`config.mk`:
```
export PLATFORM = sky130hd
export DESIGN_NAME = gila_ram
export DESIGN_NICKNAME = d
export VERILOG_FILES = /design/src/hw/rtl/gila_ram.sv
export SDC_FILE = /design/constraint.sdc
export NUM_CORES = 2
export LEC_CHECK = 0
export BUFFER_PORTS_ARGS = -buffer_cell sky130_fd_sc_hd__buf_2
export CAP_MARGIN = 20
export CORE_MARGIN = 2
export CORE_UTILIZATION = 55
export DETAILED_ROUTE_END_ITERATION = 12
export GPL_TIMING_DRIVEN = 0
export PLACE_DENSITY = 0.71
export SYNTH_ARGS = -nofsm -noshare
export SYNTH_HDL_FRONTEND = slang
export SYNTH_SLANG_ARGS = --single-unit
```
`constraint.sdc`:
```
create_clock -name clk -period 2.5 [get_ports clk]
set_input_delay 0.125 -clock clk [delete_from_list [all_inputs] [get_ports clk]]
set_output_delay 0.125 -clock clk [all_outputs]
set_load 0.01 [all_outputs]
```
`src/hw/rtl/gila_ram.sv`:
```
// ----------------------------------------------------------------------------
// gila_ram
// generic single-write, single-read ram with registered read data
// ----------------------------------------------------------------------------
module gila_ram #(
  parameter int WIDTH = 8,
  parameter int DEPTH = 256
) (
  input  logic                     clk,
  input  logic                     we,
  input  logic [$clog2(DEPTH)-1:0] waddr,
  input  logic [WIDTH-1:0]         wdata,
  input  logic [$clog2(DEPTH)-1:0] raddr,
  output logic [WIDTH-1:0]         rdata
);

  logic [WIDTH-1:0] mem [DEPTH];

  always_ff @(posedge clk) begin
    if (we) begin
      mem[waddr] <= wdata;
    end
    rdata <= mem[raddr];
  end

endmodule

```
# Word-level counts from Yosys, hierarchy flattened
# Memory sizes are Yosys's and may differ from the RTL's. A register that Yosys moved wholly into a read port is not among the register bits.
# Index checks and enable logic that the tools add are counted.
[totals] mem_count=1 in_bits=26 ff_bits=0 mem_bits_rw=2048 output_inout_bits=8 wordCells=3
[memory_table] memory="mem" depth=256 width=8 read_ports=1 rd_ports_with_merged_regs=1 wr=1 line="17" rtl="logic [WIDTH-1:0] mem [DEPTH];"
[classes] n_mux=2
[ops] cell="$mux 1" count=2

# Logic depth before layout (Yosys ltp)
[depth] ltp_word=2 depth_mapped=11 mapped_depth_nobuf=6

# Worst setup path after synthesis
# Ideal clock, no wire load.
[synth_timing] path_type="input-to-reg" from="in raddr[0]" to="reg rdata[2] (read register of mem)" arrival_ns=1.932 path_buffers=4 setup_slack_ns=0.437 path_stages=9 path_cell_list="buf_6 -> buf_12 -> buf_8 -> buf_2 -> mux4_2 -> a22oi_1 -> a21oi_1 -> nor4_1 -> nor4_2"
[synth_lines] element="start: declaration" line="13" rtl="input logic [$clog2(DEPTH)-1:0] raddr,"
[synth_lines] element="end: declaration" line="14" rtl="output logic [WIDTH-1:0] rdata"

# Worst setup path after layout
[layout_timing] from="in waddr[1]" to="mem mem[34][6] (enable)"
[layout_lines] element="start: declaration" line="11" rtl="input logic [$clog2(DEPTH)-1:0] waddr,"
[layout_lines] element="end: declaration" line="17"
# Straight into the memory's write port.

==> flow_summary.rst <==
.. list-table::
   :header-rows: 1

   * - Metric
     - Value
   * - WL/cell
     - just under 40 um
   * - Synth Register Bits
     - roughly 2,100
   * - Detailed placer's ending HPWL
     - approximately 150 mm
   * - Post-Synthesis Cell Area
     - slightly below 0.08 mm2
   * - WHS Path Cells
     - 3
   * - Total routed wirelength
     - 234.4 mm
   * - Remaining antenna violation count
     - 0
   * - Finished Cell Area
     - 0.09008 mm2
   * - Register clock-pin slew on the reported worst setup and hold paths
     - 0.06 ns
   * - Primary flip-flop cell chosen by synthesis mapping
     - sky130_fd_sc_hd__edfxtp_1
   * - Area used by multi-input combinational logic
     - ~0.017 mm2
   * - PortBufs
     - 26
   * - Final Hold Violating Endpoints
     - 0
   * - Number of global-route vias before repair
     - between 40,000 and 50,000
   * - Sum of internal, switching and leakage power
     - 71.42 mW
   * - Seq/Total Area, Yosys
     - 0.7750
   * - H-tree depth
     - 4
   * - Crit start category
     - primary input
   * - Worst skew pair latency
     - approximately 0.88 ns
   * - Ratio of cells with drive above 1 in the final layout
     - 0.2780
   * - Post-Syn Nets
     - about 3,800
   * - Count of synthesis-stage warnings from yosys
     - 0
   * - Path depth of the worst reg2reg path
     - 6
   * - Count of nets after finishing
     - 4,038
   * - Final worst setup slack
     - -0.3558 ns
   * - Outcome
     - finished with violations
   * - Sequential Area
     - a little over 0.06 mm2
   * - Congestion Overflow GR
     - 0
   * - Leakage power total
     - approximately 28 nW
   * - Power density over the cells
     - between 700 and 800 mW/mm2
   * - Die boundary height
     - about 380 um
   * - Number of DRC markers in iteration 0
     - about 7,700
   * - Worst setup EP type
     - flip-flop
   * - Maximum count of clock buffers along a single path
     - 3
   * - Worst Hold Class
     - in2reg
   * - Final weighted congestion of routability-driven global placement
     - 0.9783
   * - EDFF count, synth
     - around 2,000
   * - Asr flop ratio synth
     - 0
   * - Starting utilization of the core area
     - 0.5538
   * - Die X-Extent
     - 384.3 um
   * - Total global routing track utilization
     - 0.3195
   * - Most common cell after layout, fill and taps aside
     - sky130_fd_sc_hd__edfxtp_1
   * - Number of standard-cell rows in the floorplan
     - about 140
   * - Fill cell total of the finished layout
     - 9,649
   * - WP data arrival
     - ~3.3 ns
   * - Measured slew at the worst slew-check pin
     - roughly 1.2 ns
   * - Setup skew after layout
     - 0.04560 ns
   * - WP data required
     - ~3.0 ns
   * - Minimum clock period after layout
     - roughly 2.9 ns
   * - Post-route core utilization
     - 0.6270
   * - Max-slew violations
     - 0
   * - Share of the clock period used by the worst path
     - 1.142
   * - CTS tree
     - done
   * - Synthesis-to-finish area growth
     - 13.22%
   * - Critical Setup Path Class
     - in2reg
   * - Instance count of the mapped netlist
     - 3,733
   * - Maximum operating frequency
     - about 350 MHz
   * - Count of endpoints failing setup in the final report
     - around 680
   * - Worst ir drop on vdd
     - 0.0007005 V
   * - Boundary Pins
     - 34
   * - Max-Slew Margin vs Limit
     - 0.2323
   * - Peak fanout along the critical path
     - 10
   * - Syn Area/Cell
     - roughly 21 um2
   * - Root buf cell
     - sky130_fd_sc_hd__clkbuf_16
   * - Worst slack at placement
     - -2.023 ns
   * - Initial antenna violation count
     - 7
   * - Number of clock buffers inserted by TritonCTS
     - between 150 and 200
   * - Max-cap viol count
     - 0
   * - Number of sinks driven by the clock tree
     - 2,056
   * - Total iterations of the first detailed-routing run
     - 12
   * - Vias per inst
     - about 7
   * - Unrepaired setup endpoints after global routing
     - yes
   * - Overall via count from detail_route
     - approximately 42,000
   * - Post-synth cell types
     - 55
   * - Most frequent cells in the layout
     - sky130_fd_sc_hd__edfxtp_1 (2,048), sky130_fd_sc_hd__mux4_2 (455), sky130_fd_sc_hd__clkbuf_16 (201)
   * - Number of remaining DRC errors
     - 4
   * - Full die area
     - 0.1477 mm2
   * - Largest net degree at the start of global routing
     - between 150 and 200
   * - First-pass GRT wire length
     - 320.2 mm
   * - Violations in the final reports
     - DRC, setup timing
   * - Placed Instance Area
     - 0.08280 mm2
   * - Area of the core
     - 0.1437 mm2
## worst paths after layout
check / start / to / slack, ns
min reg2reg: mem[104][2] / rdata[2] / 1.29
max: waddr[1] / mem[34][6] / -0.36
max reg2reg: mem[191][3] / rdata[3] / -0.04
min: waddr[4] / mem[116][4] / 0.08
## per-stage QoR
stage	instances	setup TNS (ns)	hold WS, ns
after floorplan	3733	0	0.2239
after global placement	5662	-5039.59	0.5272
after detailed placement	5702	-1174.04	0.5227
after CTS	6073	-0.1544	0.01446
after global routing	6079	-15.18	0.08634
final	6085	-67.22	0.07538
## critical path, stage by stage
cell and delay [ns]:
sky130_fd_sc_hd__clkbuf_1 0.45, sky130_fd_sc_hd__nor2b_1 0.20, sky130_fd_sc_hd__clkbuf_1 0.45, sky130_fd_sc_hd__nand3_1 0.62, sky130_fd_sc_hd__clkbuf_1 0.38, sky130_fd_sc_hd__buf_8 0.24, sky130_fd_sc_hd__nor2_1 0.82
## flip-flops by register name, summed over array words and instances (netlist names)
register and cells:
rdata 8, mem 2048
## final cells by class
class                      instances  share of cell area
sequential                      2056              0.6845
multi-input combinational       1442              0.1914
clock buffer                     242             0.05788
tap                             1903             0.02643
buffer                           231             0.01775
clock inverter                   123             0.01120
timing repair buffer              80             0.01060
antenna                            6           0.0001667
inverter                           2          0.00008334
## power by group
part           switching (mW)  total [mW]  internal (mW)
Combinational            2.94        4.28           1.34
Sequential             0.0254        38.0           38.0
Clock                    13.0        29.1           16.1
Total                    16.0        71.4           55.4
## synth_stat cells, types with 22 or more instances
library cell	count	area (um2)
sky130_fd_sc_hd__buf_1	22	82.58
sky130_fd_sc_hd__a21oi_1	96	480.5
sky130_fd_sc_hd__buf_4	27	202.7
sky130_fd_sc_hd__nand3_1	34	170.2
sky130_fd_sc_hd__edfxtp_1	2048	61500
sky130_fd_sc_hd__o221ai_1	46	402.9
sky130_fd_sc_hd__nor3_1	22	110.1
sky130_fd_sc_hd__nor4_1	24	150.1
sky130_fd_sc_hd__a22oi_1	133	998.5
sky130_fd_sc_hd__nor2b_1	31	193.9
sky130_fd_sc_hd__mux4_2	454	10220
sky130_fd_sc_hd__o22ai_1	28	175.2
sky130_fd_sc_hd__clkbuf_1	111	416.7
sky130_fd_sc_hd__nand2_1	33	123.9
sky130_fd_sc_hd__nor2_1	282	1059
sky130_fd_sc_hd__buf_2	31	155.2
sky130_fd_sc_hd__mux2i_1	134	1341
## cells by family (layout without fill, tap and decap cells)
family | count (synthesis) | in the layout | synth area share
multiplexers | 591 | 591 | 0.1462
other | 0 | 6 | 0
flip-flops | 2056 | 2056 | 0.7750
buffers and inverters | 235 | 678 | 0.01831
AND/OR/NAND/NOR | 466 | 466 | 0.02628
AO/OA/AOI/OAI | 385 | 385 | 0.03419
## what timing repair did
item	4_1_cts	5_1_grt
pin swaps	2	8
hold buffers	8	0
gates resized for setup	177	130
setup buffers	0	4
setup endpoints to repair	394	1071
hold endpoints to repair	805	0
## metal layers
metal | global-route usage | wire, um | up-vias
li1 | - | - | 16270
met1 | 0.4327 | 82290 | 22110
met2 | 0.4623 | 103000 | 3369
met3 | 0.1095 | 34150 | 704
met4 | 0.1681 | 14760 | 6
met5 | 0.008447 | 203 | -
No activity file was read; power rests on OpenSTA's default activity.
