**config.mk**
```make
export PLATFORM = sky130hd
export DESIGN_NAME = gila_cfg_regs
export DESIGN_NICKNAME = d
export VERILOG_FILES = /design/src/hw/rtl/gila_pkg.sv /design/src/hw/rtl/gila_cfg_regs.sv
export SDC_FILE = /design/constraint.sdc
export NUM_CORES = 1
export LEC_CHECK = 0
export ABC_AREA = 0
export BUFFER_PORTS_ARGS = -buffer_cell sky130_fd_sc_hd__buf_2
export CORE_ASPECT_RATIO = 1.2
export CORE_MARGIN = 2
export CORE_UTILIZATION = 41
export CTS_CLUSTER_SIZE = 16
export DETAILED_ROUTE_END_ITERATION = 10
export GPL_TIMING_DRIVEN = 0
export PLACE_DENSITY = 0.8
export RECOVER_POWER = 100
export SYNTH_ARGS = -nofsm -noshare
export SYNTH_HDL_FRONTEND = slang
export SYNTH_SLANG_ARGS = --single-unit
```
**constraint.sdc**
```tcl
create_clock -name clk -period 1.2 [get_ports clk]
set_input_delay 0.24 -clock clk [delete_from_list [all_inputs] [get_ports clk]]
set_output_delay 0.24 -clock clk [all_outputs]
set_load 0.02 [all_outputs]
```
**src/hw/rtl/gila_pkg.sv**
```systemverilog
// ----------------------------------------------------------------------------
// gila_pkg
// shared constants, codes and types of the greedy interval lane assigner
// ----------------------------------------------------------------------------
package gila_pkg;

  localparam int MAX_ACTIONS = 256;
  localparam int ADDR_W      = $clog2(MAX_ACTIONS);
  localparam int COUNT_W     = ADDR_W + 1;
  localparam int LANE_W      = ADDR_W;
  localparam int SLANE_W     = 9;
  localparam int FRAME_W     = 20;
  localparam int TARGET_W    = 10;
  localparam int KIND_W      = 2;
  localparam int CFG_W       = 8;
  localparam int PITCH_W     = CFG_W + 1;
  localparam int BOX_W       = 18;
  localparam int PROD_W      = BOX_W + 1;
  localparam int WANT_W      = TARGET_W + 1;

  localparam int CHUNK_BITS  = 8;
  localparam int CHUNK_SEL_W = $clog2(CHUNK_BITS);
  localparam int NUM_CHUNKS  = MAX_ACTIONS / CHUNK_BITS;
  localparam int CHUNK_W     = $clog2(NUM_CHUNKS);

  localparam int PADDR_W     = 4;
  localparam int PDATA_W     = 32;

  localparam logic [KIND_W-1:0] KIND_UNIT  = 2'd0;
  localparam logic [KIND_W-1:0] KIND_BOOST = 2'd1;

  localparam logic [1:0] REG_INITIAL_UNITS = 2'd0;
  localparam logic [1:0] REG_BOX_HEIGHT    = 2'd1;
  localparam logic [1:0] REG_BOX_GAP       = 2'd2;

  localparam logic [CFG_W-1:0] INITIAL_UNITS_RST = 8'd0;
  localparam logic [CFG_W-1:0] BOX_HEIGHT_RST    = 8'd20;
  localparam logic [CFG_W-1:0] BOX_GAP_RST       = 8'd3;

  localparam logic [SLANE_W-1:0] NO_LANE = '1;

  typedef struct packed {
    logic [CFG_W-1:0] initial_units;
    logic [CFG_W-1:0] box_height;
    logic [CFG_W-1:0] box_gap;
  } cfg_t;

  typedef struct packed {
    logic               is_ability;
    logic [FRAME_W-1:0] finish;
    logic [SLANE_W-1:0] lane;
    logic [SLANE_W-1:0] index;
  } entry_t;

  localparam int ENTRY_W = $bits(entry_t);

  typedef struct packed {
    logic              clear;
    logic              mark;
    logic [LANE_W-1:0] mark_lane;
    logic              start;
  } lane_ctrl_t;

  typedef struct packed {
    logic              done;
    logic [LANE_W-1:0] lane;
  } lane_stat_t;

endpackage

```
**src/hw/rtl/gila_cfg_regs.sv**
```systemverilog
// ----------------------------------------------------------------------------
// gila_cfg_regs
// apb register file: initial unit count, box height and box gap
// ----------------------------------------------------------------------------
module gila_cfg_regs (
  input  logic                           clk,
  input  logic                           rst,
  input  logic                           psel,
  input  logic                           penable,
  input  logic                           pwrite,
  input  logic [gila_pkg::PADDR_W-1:0]   paddr,
  input  logic [gila_pkg::PDATA_W-1:0]   pwdata,
  output logic [gila_pkg::PDATA_W-1:0]   prdata,
  output logic                           pready,
  output gila_pkg::cfg_t                 cfg
);

  logic [1:0] reg_idx;
  logic       wr_en;

  assign reg_idx = paddr[3:2];
  assign wr_en   = psel && penable && pwrite;
  assign pready  = 1'b1;

  always_ff @(posedge clk) begin
    if (rst) begin
      cfg.initial_units <= gila_pkg::INITIAL_UNITS_RST;
      cfg.box_height    <= gila_pkg::BOX_HEIGHT_RST;
      cfg.box_gap       <= gila_pkg::BOX_GAP_RST;
    end else if (wr_en) begin
      case (reg_idx)
        gila_pkg::REG_INITIAL_UNITS: cfg.initial_units <= pwdata[gila_pkg::CFG_W-1:0];
        gila_pkg::REG_BOX_HEIGHT:    cfg.box_height    <= pwdata[gila_pkg::CFG_W-1:0];
        gila_pkg::REG_BOX_GAP:       cfg.box_gap       <= pwdata[gila_pkg::CFG_W-1:0];
        default: ;
      endcase
    end
  end

  always_comb begin
    prdata = '0;
    case (reg_idx)
      gila_pkg::REG_INITIAL_UNITS: prdata[gila_pkg::CFG_W-1:0] = cfg.initial_units;
      gila_pkg::REG_BOX_HEIGHT:    prdata[gila_pkg::CFG_W-1:0] = cfg.box_height;
      gila_pkg::REG_BOX_GAP:       prdata[gila_pkg::CFG_W-1:0] = cfg.box_gap;
      default:                     prdata = '0;
    endcase
  end

endmodule

```
# ---- Word-level counts from Yosys, hierarchy flattened
# Index checks and enable logic that the tools add are counted.
dict set report totals {
  reg_bits 24
  inputBits 41
  mem_bits_ro 0
  ram_bits 0
  wordCells 12
  latch_bits 0
  memories 0
}
dict set report classes {
  div 0
  n_lt_le_gt_ge 0
  mul 0
  mux 1
  shift 0
  n_addsub 0
  n_reduce_logical 6
  eq_ne 2
  n_bitwise 0
}
# op n
set ops {}
lappend ops {{one-hot mux 8 bit (3 select lines)} 1}
lappend ops {{AND reduction 2 bit} 3}
lappend ops {{equality test 2 x 1 -> 1 bit (second input constant)} 1}
lappend ops {{equality test 2 bit (second input constant)} 1}
lappend ops {{logical AND 1 bit} 2}
lappend ops {{logical NOT 2 bit} 1}

# ---- Longest topological paths before layout
dict set report logic_depth {
  ltp_word 3
  depth_mapped 4
  ltp_nobuf 3
}

# ---- Least setup slack after synthesis
# OpenSTA, ideal clock, no wires.
dict set report synth_path {
  kind {register to output}
  startpoint {register cfg[8] in the netlist's numbering}
  endpoint {output prdata[0] in the netlist's numbering}
  path_stages_with_launch 3
  t_arrival_ns 1.027
  n_path_buf 0
  t_required_ns 0.960
  setup_slack_ns -0.067
  path_cell_list {dfxtp_1 -> mux2i_1 -> o21ai_0}
}
dict set report synth_between {
  elab_chain_len 1
}
# element line
set synth_lines {}
lappend synth_lines {{start, declared} gila_cfg_regs.sv:15} ;# output gila_pkg::cfg_t cfg
lappend synth_lines {{one-hot mux 8 bit (3 select lines)} gila_cfg_regs.sv:42} ;# case (reg_idx)
lappend synth_lines {{end, declared} gila_cfg_regs.sv:13} ;# output logic [gila_pkg::PDATA_W-1:0] prdata,
# Every way passes these cells.

# ---- Worst setup path after layout
dict set report layout_path {
  startpoint {register cfg[12] in the netlist's numbering}
  endpoint {output prdata[4] in the netlist's numbering}
}
# Same word-level chain as after synthesis.

==> key figures <==
Power and ir drop
  • P_leak: 0.951 nW
  • Total chip power: 0.00187 W
  • PD cells: 979 nW/µm²
  • Peak VDD IR: 0.879 mV

Final layout
  • Multi-input logic area: 768 µm²
  • Layout area overhead: 37.4%
  • Most flops, register: cfg
  • Share of layout cells above drive strength 1: 0.408
  • Largest register FFs: 24
  • Biggest regs: cfg x24
  • Antenna cells: 0
  • Final net count: 270
  • FILL cells: 335
  • Finished Cell Area: 1910 µm²
  • Total area of sequential cells: 500 µm²
  • Non-filler cells in the finished layout: 265

Global routing
  • Vias in the first global route: 1083
  • Global-route wire length before repair: 4.91 mm
  • GRT Overall Usage: 0.160
  • Largest net degree at the start of global routing: 15
  • Aggregate global routing overflow: 0
  • Initial antenna violation count: 0

Clocking
  • H-tree levels: 1
  • Worst-path clk slew: 90 ps
  • Clock tree root buffer cell: clkbuf_8
  • CTS tree: yes
  • Skew-Pair Late Insertion Delay: 260 ps
  • Total clock sinks: 24
  • Num CTS Buffers: 3
  • Clk buf depth: 2

Routing
  • Antenna viol nets, final: 0
  • Vias: 1201
  • WL final: 3.12 mm
  • Vias per inst: 4.53
  • Drt first pass iters: 4
  • DR iter-0 viols: 13
  • DRC violations left: 0
  • Routed length per placed instance: 11.8 µm

STA
  • Post-Route Skew: 0 ps
  • Final setup viols: 7
  • Crit share post-route: 1.02
  • Final max-slew violation count: 0
  • Hold Violations, Final: 0
  • Tmin final: 1220 ps
  • Slew HR: 0.638
  • Hold_ws: 243 ps
  • Worst-Margin Slew: 541 ps
  • Final WS setup: -24.3 ps
  • FMAX: 817 MHz
  • RSZ-0062 raised after global routing: yes

Worst setup path
  • Crit end category: output pin
  • CP Class: register to output pin
  • WP data arrival: 980 ps
  • Worst path slowest cell: dfxtp_2
  • Critical Path RT: 960 ps
  • Critical Path Max Stage Delay: 350 ps
  • Worst-path cell chain: mux2i_1 -> o21ai_1 -> buf_4
  • Startpoint types: register
  • CP max FO: 3
  • FF-to-FF setup slack: 470 ps

Placed design
  • Input/output buffers: 45
  • Dpl cell area: 1750 µm²
  • RD Place Congestion: 0.682
  • Setup Slack @ Placement: -219 ps
  • Placed Cells: 256

Die
  • Die height: 67.8 µm
  • Core Area: 3280 µm²
  • Initial Utilization: 0.424
  • I/O pin total: 98
  • DIE WIDTH: 57.2 µm
  • Rows: 23
  • Die area: 3870 µm²

Status
  • Violated checks: negative setup slack
  • Outcome: finished with violations

Yosys
  • #FFs+latches synth: 24
  • Syn avg cell area: 9.21 µm²
  • Netlist cell types: 18
  • Syn Inst Count: 151
  • Post-synth top area share: 0.346
  • Cell taking the most area after synthesis: dfxtp_1
  • Synth warn: 0
  • Top area cells in the synthesized netlist: dfxtp_1 35%, mux2i_1 23%, buf_4 14%, nand2b_1 13%, o21ai_0 2.9%
  • Sequential fraction of the synthesis area: 0.346
  • Synth Cell Area: 1390 µm²

Flow run
  • Max_cap viols: 0

Min path
  • Hold Crit Class: input port to register
==> final timing paths <==
path | startpoint | to | depth (start not counted)
max reg2reg | cfg[10] | cfg[10] | 3
min reg2reg | cfg[16] | cfg[16] | 2
max | cfg[12] | prdata[4] | 3
min | pwdata[0] | cfg[0] | 3
==> cells in the final DEF (no fill, tap or decap), drive strengths merged, types with 2 or more instances in the layout <==
cell    count
dfxtp      24
o21ai       8
clkbuf     33
nor2        8
mux2i      32
conb       25
nor3b       2
buf        54
nand2b     28
nand2       8
==> final cells by class <==
class,instances,area share
clock inverters,1,0.0157
multi-input cells,116,0.402
clock buffers,3,0.0216
well taps,37,0.0242
plain buffers,34,0.129
flip-flops and latches,24,0.262
repair buffers,50,0.145
==> cell usage after synthesis <==
master,n
nand2_1,8
nor3b_2,1
o21ai_0,8
nand3_2,1
buf_4,26
nand4_1,1
conb_1,2
nand2b_1,28
nor3b_4,1
and2b_1,1
or3_1,1
nor2_1,8
dfxtp_1,24
mux2i_1,32
clkbuf_1,4
or3b_1,1
buf_2,3
buf_6,1
==> what timing repair did <==
| item | CTS | global route |
|---|---|---|
| gates cloned | 1 | 0 |
| hold buffers | 0 | 0 |
| setup buffers | 4 | 0 |
| pin swaps | 4 | 2 |
| setup endpoints to repair | 8 | 8 |
| resized for setup | 28 | 10 |
==> report_power, final <==
part	internal (W)	total, W	leakage, nW	switching (W)
Sequential	0.000807	0.000815	0.200	0.00000782
Clock	0.000445	0.000707	0.0357	0.000262
Combinational	0.000153	0.000348	0.716	0.000195
==> logic make-up after synthesis <==
family,share of synthesized area
muxes,0.230
buffers and inverters,0.170
other,0.00540
DFF,0.346
AOI/OAI and AO/OA,0.0288
and+or+nand+nor,0.220
==> worst max-delay path, delay by kind of cell, from the launching register on <==
| family | cells | cell delay [ps] |
|---|---|---|
| AO/OA/AOI/OAI | 1 | 140 |
| buffers and inverters | 1 | 160 |
| flip-flops | 1 | 350 |
| multiplexers | 1 | 70 |
==> metal layers <==
metal,track usage,vias up,part of all wire
met5,0,-,0
met4,0.0378,0,0.013
met3,0.0307,4,0.074
met2,0.313,43,0.51
met1,0.178,549,0.40
li1,-,605,-
==> through the flow <==
step	util	TNS, ps
after floorplan	-	0
after global placement	0.533	-3460
after detailed placement	0.533	-3860
after CTS	0.584	-214
after global routing	0.582	-555
final	0.582	-109
No activity file was read; power rests on OpenSTA's default activity.
