File: src/hw/rtl/gila_pkg.sv
// ----------------------------------------------------------------------------
// gila_pkg
// shared constants, codes and types of the greedy interval lane assigner
// ----------------------------------------------------------------------------
package gila_pkg;

  localparam int MAX_ACTIONS = 256;
  localparam int ADDR_W      = $clog2(MAX_ACTIONS);
  localparam int COUNT_W     = ADDR_W + 1;
  localparam int LANE_W      = ADDR_W;
  localparam int SLANE_W     = 9;
  localparam int FRAME_W     = 20;
  localparam int TARGET_W    = 10;
  localparam int KIND_W      = 2;
  localparam int CFG_W       = 8;
  localparam int PITCH_W     = CFG_W + 1;
  localparam int BOX_W       = 18;
  localparam int PROD_W      = BOX_W + 1;
  localparam int WANT_W      = TARGET_W + 1;

  localparam int CHUNK_BITS  = 8;
  localparam int CHUNK_SEL_W = $clog2(CHUNK_BITS);
  localparam int NUM_CHUNKS  = MAX_ACTIONS / CHUNK_BITS;
  localparam int CHUNK_W     = $clog2(NUM_CHUNKS);

  localparam int PADDR_W     = 4;
  localparam int PDATA_W     = 32;

  localparam logic [KIND_W-1:0] KIND_UNIT  = 2'd0;
  localparam logic [KIND_W-1:0] KIND_BOOST = 2'd1;

  localparam logic [1:0] REG_INITIAL_UNITS = 2'd0;
  localparam logic [1:0] REG_BOX_HEIGHT    = 2'd1;
  localparam logic [1:0] REG_BOX_GAP       = 2'd2;

  localparam logic [CFG_W-1:0] INITIAL_UNITS_RST = 8'd0;
  localparam logic [CFG_W-1:0] BOX_HEIGHT_RST    = 8'd20;
  localparam logic [CFG_W-1:0] BOX_GAP_RST       = 8'd3;

  localparam logic [SLANE_W-1:0] NO_LANE = '1;

  typedef struct packed {
    logic [CFG_W-1:0] initial_units;
    logic [CFG_W-1:0] box_height;
    logic [CFG_W-1:0] box_gap;
  } cfg_t;

  typedef struct packed {
    logic               is_ability;
    logic [FRAME_W-1:0] finish;
    logic [SLANE_W-1:0] lane;
    logic [SLANE_W-1:0] index;
  } entry_t;

  localparam int ENTRY_W = $bits(entry_t);

  typedef struct packed {
    logic              clear;
    logic              mark;
    logic [LANE_W-1:0] mark_lane;
    logic              start;
  } lane_ctrl_t;

  typedef struct packed {
    logic              done;
    logic [LANE_W-1:0] lane;
  } lane_stat_t;

endpackage

File: src/hw/rtl/gila_free_lane.sv
// ----------------------------------------------------------------------------
// gila_free_lane
// busy-lane bitmap and chunked search for the lowest free lane
// ----------------------------------------------------------------------------
module gila_free_lane (
  input  logic                 clk,
  input  logic                 rst,
  input  gila_pkg::lane_ctrl_t ctrl,
  output gila_pkg::lane_stat_t stat
);

  logic [gila_pkg::MAX_ACTIONS-1:0] busy;
  logic                             searching;
  logic [gila_pkg::CHUNK_W-1:0]     chunk;
  logic [gila_pkg::CHUNK_BITS-1:0]  chunk_bits;
  logic                             chunk_free;
  logic [gila_pkg::CHUNK_SEL_W-1:0] zero_pos;
  logic                             chunk_last;

  assign chunk_bits = busy[chunk*gila_pkg::CHUNK_BITS +: gila_pkg::CHUNK_BITS];
  assign chunk_free = ~&chunk_bits;
  assign chunk_last = (chunk == gila_pkg::CHUNK_W'(gila_pkg::NUM_CHUNKS - 1));

  // lowest clear bit of the current chunk
  always_comb begin
    zero_pos = '0;
    for (int b = gila_pkg::CHUNK_BITS - 1; b >= 0; b--) begin
      if (!chunk_bits[b]) begin
        zero_pos = gila_pkg::CHUNK_SEL_W'(b);
      end
    end
  end

  always_ff @(posedge clk) begin
    if (rst) begin
      busy      <= '0;
      searching <= 1'b0;
      chunk     <= '0;
      stat.done <= 1'b0;
    end else begin
      stat.done <= 1'b0;
      if (ctrl.clear) begin
        busy <= '0;
      end else if (ctrl.mark) begin
        busy[ctrl.mark_lane] <= 1'b1;
      end
      if (ctrl.start) begin
        searching <= 1'b1;
        chunk     <= '0;
      end else if (searching) begin
        if (chunk_free || chunk_last) begin
          searching <= 1'b0;
          stat.done <= 1'b1;
        end else begin
          chunk <= chunk + 1'b1;
        end
      end
    end
  end

  always_ff @(posedge clk) begin
    if (searching && (chunk_free || chunk_last)) begin
      stat.lane <= {chunk, zero_pos};
    end
  end

endmodule

File: config.mk
export PLATFORM = sky130hd
export DESIGN_NAME = gila_free_lane
export DESIGN_NICKNAME = d
export VERILOG_FILES = /design/src/hw/rtl/gila_pkg.sv /design/src/hw/rtl/gila_free_lane.sv
export SDC_FILE = /design/constraint.sdc
export NUM_CORES = 1
export LEC_CHECK = 0
export ABC_CLOCK_PERIOD_IN_PS = 4300
export BUFFER_PORTS_ARGS = -buffer_cell sky130_fd_sc_hd__buf_2
export CORE_ASPECT_RATIO = 1.75
export CORE_MARGIN = 3
export CORE_UTILIZATION = 60
export CTS_CLUSTER_SIZE = 16
export DETAILED_ROUTE_END_ITERATION = 8
export PLACE_DENSITY_LB_ADDON = 0.2
export SLEW_MARGIN = 20
export SYNTH_ARGS = -nofsm -noshare
export SYNTH_HDL_FRONTEND = slang
export SYNTH_SLANG_ARGS = --single-unit
export TNS_END_PERCENT = 1
File: constraint.sdc
create_clock -name clk -period 4.3 [get_ports clk]
set_input_delay 0.86 -clock clk [delete_from_list [all_inputs] [get_ports clk]]
set_output_delay 0.86 -clock clk [all_outputs]
set_load 0.02 [all_outputs]
# Yosys cells after proc, flatten, opt, wreduce, memory -nomap -nowiden
# Cells that the tools add are included.
[word_totals]
register_bits = 271
input_bits = 13
output_inout_bits = 9
word_cells = 40
[op_classes]
n_addsub = 1
n_lt_le_gt_ge = 2
eq_ne = 1
shift = 1
n_mux = 13
n_bitwise = 3
reduce_logical = 11
[op_table]
columns = ["cell", "count"]
rows = [
  ["bitwise OR 256 bit", 1],
  ["variable part select 256 x 9 -> 8 bit", 1],
  ["2-to-1 mux 3 bit", 4],
  ["< comparator 8 x 9 -> 1 bit (second input constant)", 1],
  ["demux 1 bit (select 8 bit)", 1],
  [">= comparator 8 x 1 -> 1 bit (second input constant)", 1],
  ["AND reduction 8 bit", 1],
  ["2-to-1 mux 1 bit", 6],
  ["adder 5 x 1 -> 5 bit (second input constant)", 1],
  ["equality test 5 bit (second input constant)", 1],
  ["2-to-1 mux 2 bit", 2],
  ["AND reduction 2 bit", 2],
  ["AND reduction 4 bit", 1],
  ["OR reduction 2 bit", 2],
  ["OR reduction 3 bit", 1],
  ["logical AND 1 bit", 2],
  ["NOT 1 bit", 2],
  ["logical NOT 1 bit", 1],
  ["logical OR 1 bit", 1],
]

# Depth between registers and ports, before layout
[depth]
ltp_word = 8
depth_mapped = 9
ltp_nobuf = 6

# Worst setup path after synthesis
# No wires, ideal clock.
[synth_timing]
path_kind = "reg2reg"
from = "register chunk[1] (netlist name)"
to = "register stat[0] (netlist name) (enable)"
setup_ns = 0.334
arrival_time_ns = 2.407
required_ns = 3.966
path_slack_ns = 1.558
path_stages_with_launch = 9
n_path_buf = 3
period_less_slack_ns = 2.742
path_cell_list = "dfxtp_1 buf_6 buf_6 buf_2 mux4_2 mux4_2 mux2_2 nand3_1 o31a_1"
[synth_between]
elab_chain_cells = 5
elab_cells_between_ends = 6
cone_classes = "1 x eq/ne; 1 x shift; 4 x reduce/logical"
[synth_lines]
columns = ["item", "line_no", "text"]
rows = [
  ["start, declared", "gila_free_lane.sv:14", "logic [gila_pkg::CHUNK_W-1:0] chunk;"],
  ["start signal, assigned", "gila_free_lane.sv:55", "chunk <= chunk + 1'b1;"],
  ["variable part select 256 x 9 -> 8 bit", "gila_free_lane.sv:20", "assign chunk_bits = busy[chunk*gila_pkg::CHUNK_BITS +: gila_pkg::CHUNK_BITS];"],
  ["AND reduction 8 bit", "gila_free_lane.sv:21", "assign chunk_free = ~&chunk_bits;"],
  ["logical NOT 1 bit", "gila_free_lane.sv:21", ""],
  ["logical OR 1 bit (*)", "gila_free_lane.sv:62", "if (searching && (chunk_free || chunk_last)) begin"],
  ["logical AND 1 bit (*)", "gila_free_lane.sv:62", ""],
  ["end, declared", "gila_free_lane.sv:9", "output gila_pkg::lane_stat_t stat"],
]
# Mark *: on every way between the ends. The rest lies on a longest branch, timed or not.
# A chain may end at the register's enable or synchronous reset.

# Worst setup path in the final report
[layout_timing]
from = "register chunk[2] (netlist name)"
to = "register stat[3] (netlist name) (enable)"
# Same word-level chain as after synthesis.

==> report_table.html <==
<table>
<tr><th>Metric</th><th>Value</th></tr>
<tr><th colspan="2">Outcome</th></tr>
<tr><td>Status</td><td>finished clean</td></tr>
<tr><th colspan="2">Global route</th></tr>
<tr><td>Total global routing track utilization</td><td>28.3%</td></tr>
<tr><td>Remaining global-route overflow</td><td>0</td></tr>
<tr><td>Number of global-route vias before repair</td><td>around 8000</td></tr>
<tr><td>Pin count of the biggest net entering global routing</td><td>90</td></tr>
<tr><td>Number of antenna violations at the first check in global routing</td><td>0</td></tr>
<tr><td>Wire length of the first global-routing pass</td><td>42700 µm</td></tr>
<tr><th colspan="2">Clocking</th></tr>
<tr><td>Buffers from clock root to sink, at most</td><td>3</td></tr>
<tr><td>TritonCTS clock tree</td><td>built</td></tr>
<tr><td>Number of buffers inserted to repair setup after CTS</td><td>0</td></tr>
<tr><td>Clock-pin transition on the worst setup and hold timing paths</td><td>~0.070 ns</td></tr>
<tr><td>Htree depth</td><td>1</td></tr>
<tr><td>Hold buffer count at cts</td><td>0</td></tr>
<tr><td>CTS buffer count</td><td>25</td></tr>
<tr><td>Post-CTS Resized</td><td>0</td></tr>
<tr><td>Root Driver</td><td>sky130_fd_sc_hd__clkbuf_16</td></tr>
<tr><td>Clock network latency to the later pin of the worst-skew pair</td><td>~0.52 ns</td></tr>
<tr><td>Number of clock sinks</td><td>about 270</td></tr>
<tr><th colspan="2">Worst setup path</th></tr>
<tr><td>Crit-path most repeated cell</td><td>sky130_fd_sc_hd__mux4_2</td></tr>
<tr><td>Crit path cell chain</td><td>buf_4 &gt; mux4_2 &gt; mux4_2 &gt; mux2_2 &gt; nand4_1 &gt; o31a_1</td></tr>
<tr><td>Worst-path maximum fanout</td><td>44</td></tr>
<tr><td>Required time at the endpoint of the critical path</td><td>between 4 and 5 ns</td></tr>
<tr><td>Family with the most delay on the worst path</td><td>multiplexers</td></tr>
<tr><td>Worst path max stage delay</td><td>~0.8 ns</td></tr>
<tr><td>Data arrival time of the critical path</td><td>3.45 ns</td></tr>
<tr><td>CP endpoint kind</td><td>register</td></tr>
<tr><td>Number of buffers and inverters on the critical path</td><td>1</td></tr>
<tr><td>Master of the slowest instance on the critical path</td><td>sky130_fd_sc_hd__dfxtp_4</td></tr>
<tr><td>Sort of element at the start of the critical path</td><td>register</td></tr>
<tr><td>Kind of critical path</td><td>register to register</td></tr>
<tr><th colspan="2">Drt</th></tr>
<tr><td>Detailed-route via count</td><td>~8000</td></tr>
<tr><td>Per-cell routed wire length</td><td>about 21 µm</td></tr>
<tr><td>Post-DRT Antenna Nets</td><td>0</td></tr>
<tr><td>Pre-antenna DRT Iters</td><td>5</td></tr>
<tr><td>Violation count after the first detailed-route iteration</td><td>544</td></tr>
<tr><td>DR vias/cell</td><td>approximately 6.2</td></tr>
<tr><td>Final routed wirelength across all metal layers</td><td>between 20000 and 30000 µm</td></tr>
<tr><td>Drt drc</td><td>0</td></tr>
<tr><th colspan="2">Logic synthesis</th></tr>
<tr><td>Sequential-to-total area share from yosys stat</td><td>52.0%</td></tr>
<tr><td>Largest family of logic cells by synthesized area</td><td>multiplexers</td></tr>
<tr><td>Post-Synthesis Cell Area</td><td>~11000 µm²</td></tr>
<tr><td>Count of flip-flops with a built-in enable after synthesis</td><td>8</td></tr>
<tr><td>Average instance area after synthesis</td><td>10.1 µm²</td></tr>
<tr><td>Simple-gate area share of the yosys netlist</td><td>13.2%</td></tr>
<tr><td>Number of warnings printed during yosys synthesis</td><td>0</td></tr>
<tr><td>Async set-or-reset flop fraction in the synthesized netlist</td><td>0%</td></tr>
<tr><td>Share of the synthesized area in compound gates (AO/OA/AOI/OAI)</td><td>roughly 13%</td></tr>
<tr><td>Count of different cell masters after synthesis</td><td>35</td></tr>
<tr><td>Synthesized-area fraction occupied by xor and xnor cells</td><td>0%</td></tr>
<tr><td>Mapped Cells</td><td>roughly 1100</td></tr>
<tr><td>Most common flop cell mapped by yosys</td><td>sky130_fd_sc_hd__dfxtp_1</td></tr>
<tr><td>Synth Net Count</td><td>about 1100</td></tr>
<tr><td>Number of storage elements in the synthesis netlist</td><td>271</td></tr>
<tr><td>Fraction of the mapped netlist area in adder cells</td><td>less than 1%</td></tr>
<tr><td>Multiplexer share of the synthesized area</td><td>18.5%</td></tr>
<tr><th colspan="2">Timing</th></tr>
<tr><td>Unrepaired setup endpoints after global routing</td><td>no</td></tr>
<tr><td>Fin Setup TNS</td><td>0 ns</td></tr>
<tr><td>F_max</td><td>~300 MHz</td></tr>
<tr><td>Final-report hold violation count</td><td>0</td></tr>
<tr><td>Remaining max-slew budget at the tightest pin</td><td>22.0%</td></tr>
<tr><td>Fin crit share</td><td>between 70% and 80%</td></tr>
<tr><td>Max Transition Viols Final</td><td>0</td></tr>
<tr><td>Minimum clock period after layout</td><td>around 3.3 ns</td></tr>
<tr><td>Final-report setup violation count</td><td>0</td></tr>
<tr><td>Setup Skew</td><td>approximately 0.014 ns</td></tr>
<tr><td>Worst-Margin Slew</td><td>1.17 ns</td></tr>
<tr><th colspan="2">Cells and area</th></tr>
<tr><td>Share of layout cells above drive strength 1</td><td>17.6%</td></tr>
<tr><td>P&amp;R area growth vs syn</td><td>11.6%</td></tr>
<tr><td>Net total in the final layout</td><td>between 1000 and 1500</td></tr>
<tr><td>Final design instance area without fill</td><td>around 12000 µm²</td></tr>
<tr><td>Final Non-Filler Cells</td><td>between 1000 and 1500</td></tr>
<tr><td>Count of antenna diodes in the layout</td><td>0</td></tr>
<tr><th colspan="2">Floorplanning</th></tr>
<tr><td>Core Area</td><td>~17000 µm²</td></tr>
<tr><td>I/O pins</td><td>22</td></tr>
<tr><td>Total number of placement rows</td><td>63</td></tr>
<tr><td>Area of the die</td><td>approximately 19000 µm²</td></tr>
<tr><td>Die width</td><td>between 100 and 150 µm</td></tr>
<tr><td>Height of the chip</td><td>roughly 180 µm</td></tr>
<tr><td>Initial core utilization</td><td>between 60% and 70%</td></tr>
<tr><th colspan="2">Worst hold path</th></tr>
<tr><td>Worst Hold Class</td><td>register to register</td></tr>
<tr><th colspan="2">Pwr</th></tr>
<tr><td>IR Drop Worst-Case VDD</td><td>~0.00033 V</td></tr>
<tr><td>Power density normalized to cell area</td><td>approximately 430 nW/µm²</td></tr>
<tr><td>Leakage power figure</td><td>between 3 and 4 nW</td></tr>
<tr><th colspan="2">Placement</th></tr>
<tr><td>Detail Placement HPWL</td><td>16500 µm</td></tr>
<tr><td>Number of cells in the design after placement</td><td>1240</td></tr>
<tr><td>Number of buffer cells added on primary ports</td><td>21</td></tr>
<tr><td>Global placer's final weighted congestion</td><td>0.824</td></tr>
<tr><td>Instance area after placement</td><td>10900 µm²</td></tr>
<tr><th colspan="2">Job</th></tr>
<tr><td>Max-capacitance violation count</td><td>0</td></tr>
</table>
[cells in the final DEF, fill, tap and decap left out, types with 3 or more instances in the layout]
cell                        instances
sky130_fd_sc_hd__nor2_1           275
sky130_fd_sc_hd__dfxtp_1          260
sky130_fd_sc_hd__a21oi_1          255
sky130_fd_sc_hd__mux4_2            76
sky130_fd_sc_hd__clkbuf_16         25
sky130_fd_sc_hd__buf_2             21
sky130_fd_sc_hd__buf_4             17
sky130_fd_sc_hd__nand2_1           15
sky130_fd_sc_hd__mux2i_1            8
sky130_fd_sc_hd__nand2b_1           8
sky130_fd_sc_hd__nor2_2             8
sky130_fd_sc_hd__edfxtp_1           8
sky130_fd_sc_hd__clkbuf_8           7
sky130_fd_sc_hd__mux2_2             6
sky130_fd_sc_hd__nor3_1             5
sky130_fd_sc_hd__bufinv_16          5
sky130_fd_sc_hd__mux4_1             4
sky130_fd_sc_hd__nor3_4             4
sky130_fd_sc_hd__a31oi_1            4
sky130_fd_sc_hd__clkbuf_1           4
sky130_fd_sc_hd__buf_12             4
sky130_fd_sc_hd__nand3_1            3
sky130_fd_sc_hd__nand4_1            3
sky130_fd_sc_hd__nor2b_1            3
sky130_fd_sc_hd__or3_1              3
[flip-flops by register name (all words and copies together), names as in the netlist]
name	flops
busy	256
chunk	5
stat	9
searching	1
[synth_stat cells, types with 4 or more instances]
cell	count	area share, %
sky130_fd_sc_hd__buf_6	4	0.43
sky130_fd_sc_hd__mux2i_1	8	0.76
sky130_fd_sc_hd__nand2b_1	8	0.47
sky130_fd_sc_hd__dfxtp_1	263	50
sky130_fd_sc_hd__clkbuf_1	63	2.2
sky130_fd_sc_hd__nor2_1	283	10
sky130_fd_sc_hd__mux4_1	4	0.99
sky130_fd_sc_hd__nand2_1	15	0.53
sky130_fd_sc_hd__buf_2	12	0.57
sky130_fd_sc_hd__edfxtp_1	8	2.3
sky130_fd_sc_hd__a31oi_1	4	0.24
sky130_fd_sc_hd__mux2_2	6	0.64
sky130_fd_sc_hd__a21oi_1	255	12
sky130_fd_sc_hd__nor3_1	11	0.52
sky130_fd_sc_hd__mux4_2	76	16
[area by class of cell]
| cell class | count | area [µm²] |
|---|---|---|
| repair buffers | 42 | 313 |
| clock inverters | 8 | 168 |
| well taps | 227 | 284 |
| fillers | 1321 | 5280 |
| flip-flops and latches | 271 | 5510 |
| multi-input cells | 699 | 4800 |
| clock buffers | 36 | 737 |
| inverters | 1 | 3.75 |
[stage by stage]
step                      worst slack [ns]  hold slack [ns]  util (%)  power, W
after floorplan                       1.56            0.403         -   0.00266
after detailed placement              1.04            0.450      63.8   0.00272
after CTS                             1.01            0.467      69.1   0.00510
final                                 1.03            0.464      69.1   0.00508
after global routing                 0.870            0.486      69.1   0.00521
after global placement                1.07            0.440      63.8   0.00272
[cells by family after synthesis]
family,after synthesis
buffers and inverters,83
multiplexers,94
AO/OA/AOI/OAI,263
adder cells (fa/ha/maj),2
AND/OR/NAND/NOR,340
flip-flops,271
[final timing paths]
path / start / to / slack [ns] / cells after the start
worst max-delay path: chunk[2]$_SDFFE_PP0P_ / stat[3]$_DFFE_PP_ / 1.03 / 6
worst min-delay path: busy[150]$_SDFFE_PP0P_ / busy[150]$_SDFFE_PP0P_ / 0.46 / 2
worst max register to register: chunk[2]$_SDFFE_PP0P_ / stat[3]$_DFFE_PP_ / 1.03 / 6
worst min register to register: busy[150]$_SDFFE_PP0P_ / busy[150]$_SDFFE_PP0P_ / 0.46 / 2
[layer usage]
metal / up-vias / part of all wire (%) / GRT usage (%) / wire (µm)
met5: - / 0 / 0 / 0
met4: 0 / 4.4 / 12.8 / 1200
met3: 89 / 5.0 / 3.27 / 1370
met2: 252 / 54 / 51.4 / 14700
met1: 3933 / 37 / 33.1 / 9990
li1: 3695 / - / - / -
[report_power, final]
group	switching [W]	internal (W)
Clock	0.000926	0.00149
Combinational	0.000116	0.0000275
Sequential	0.00000232	0.00252
Total	0.00104	0.00404
[worst min-delay path, delay by kind of cell (launching register included)]
kind | cells | cell delay [ns]
AOI/OAI and AO/OA | 1 | 0.04
DFF | 1 | 0.32
and+or+nand+nor | 1 | 0.07
Power figures use the tool's default switching activity.
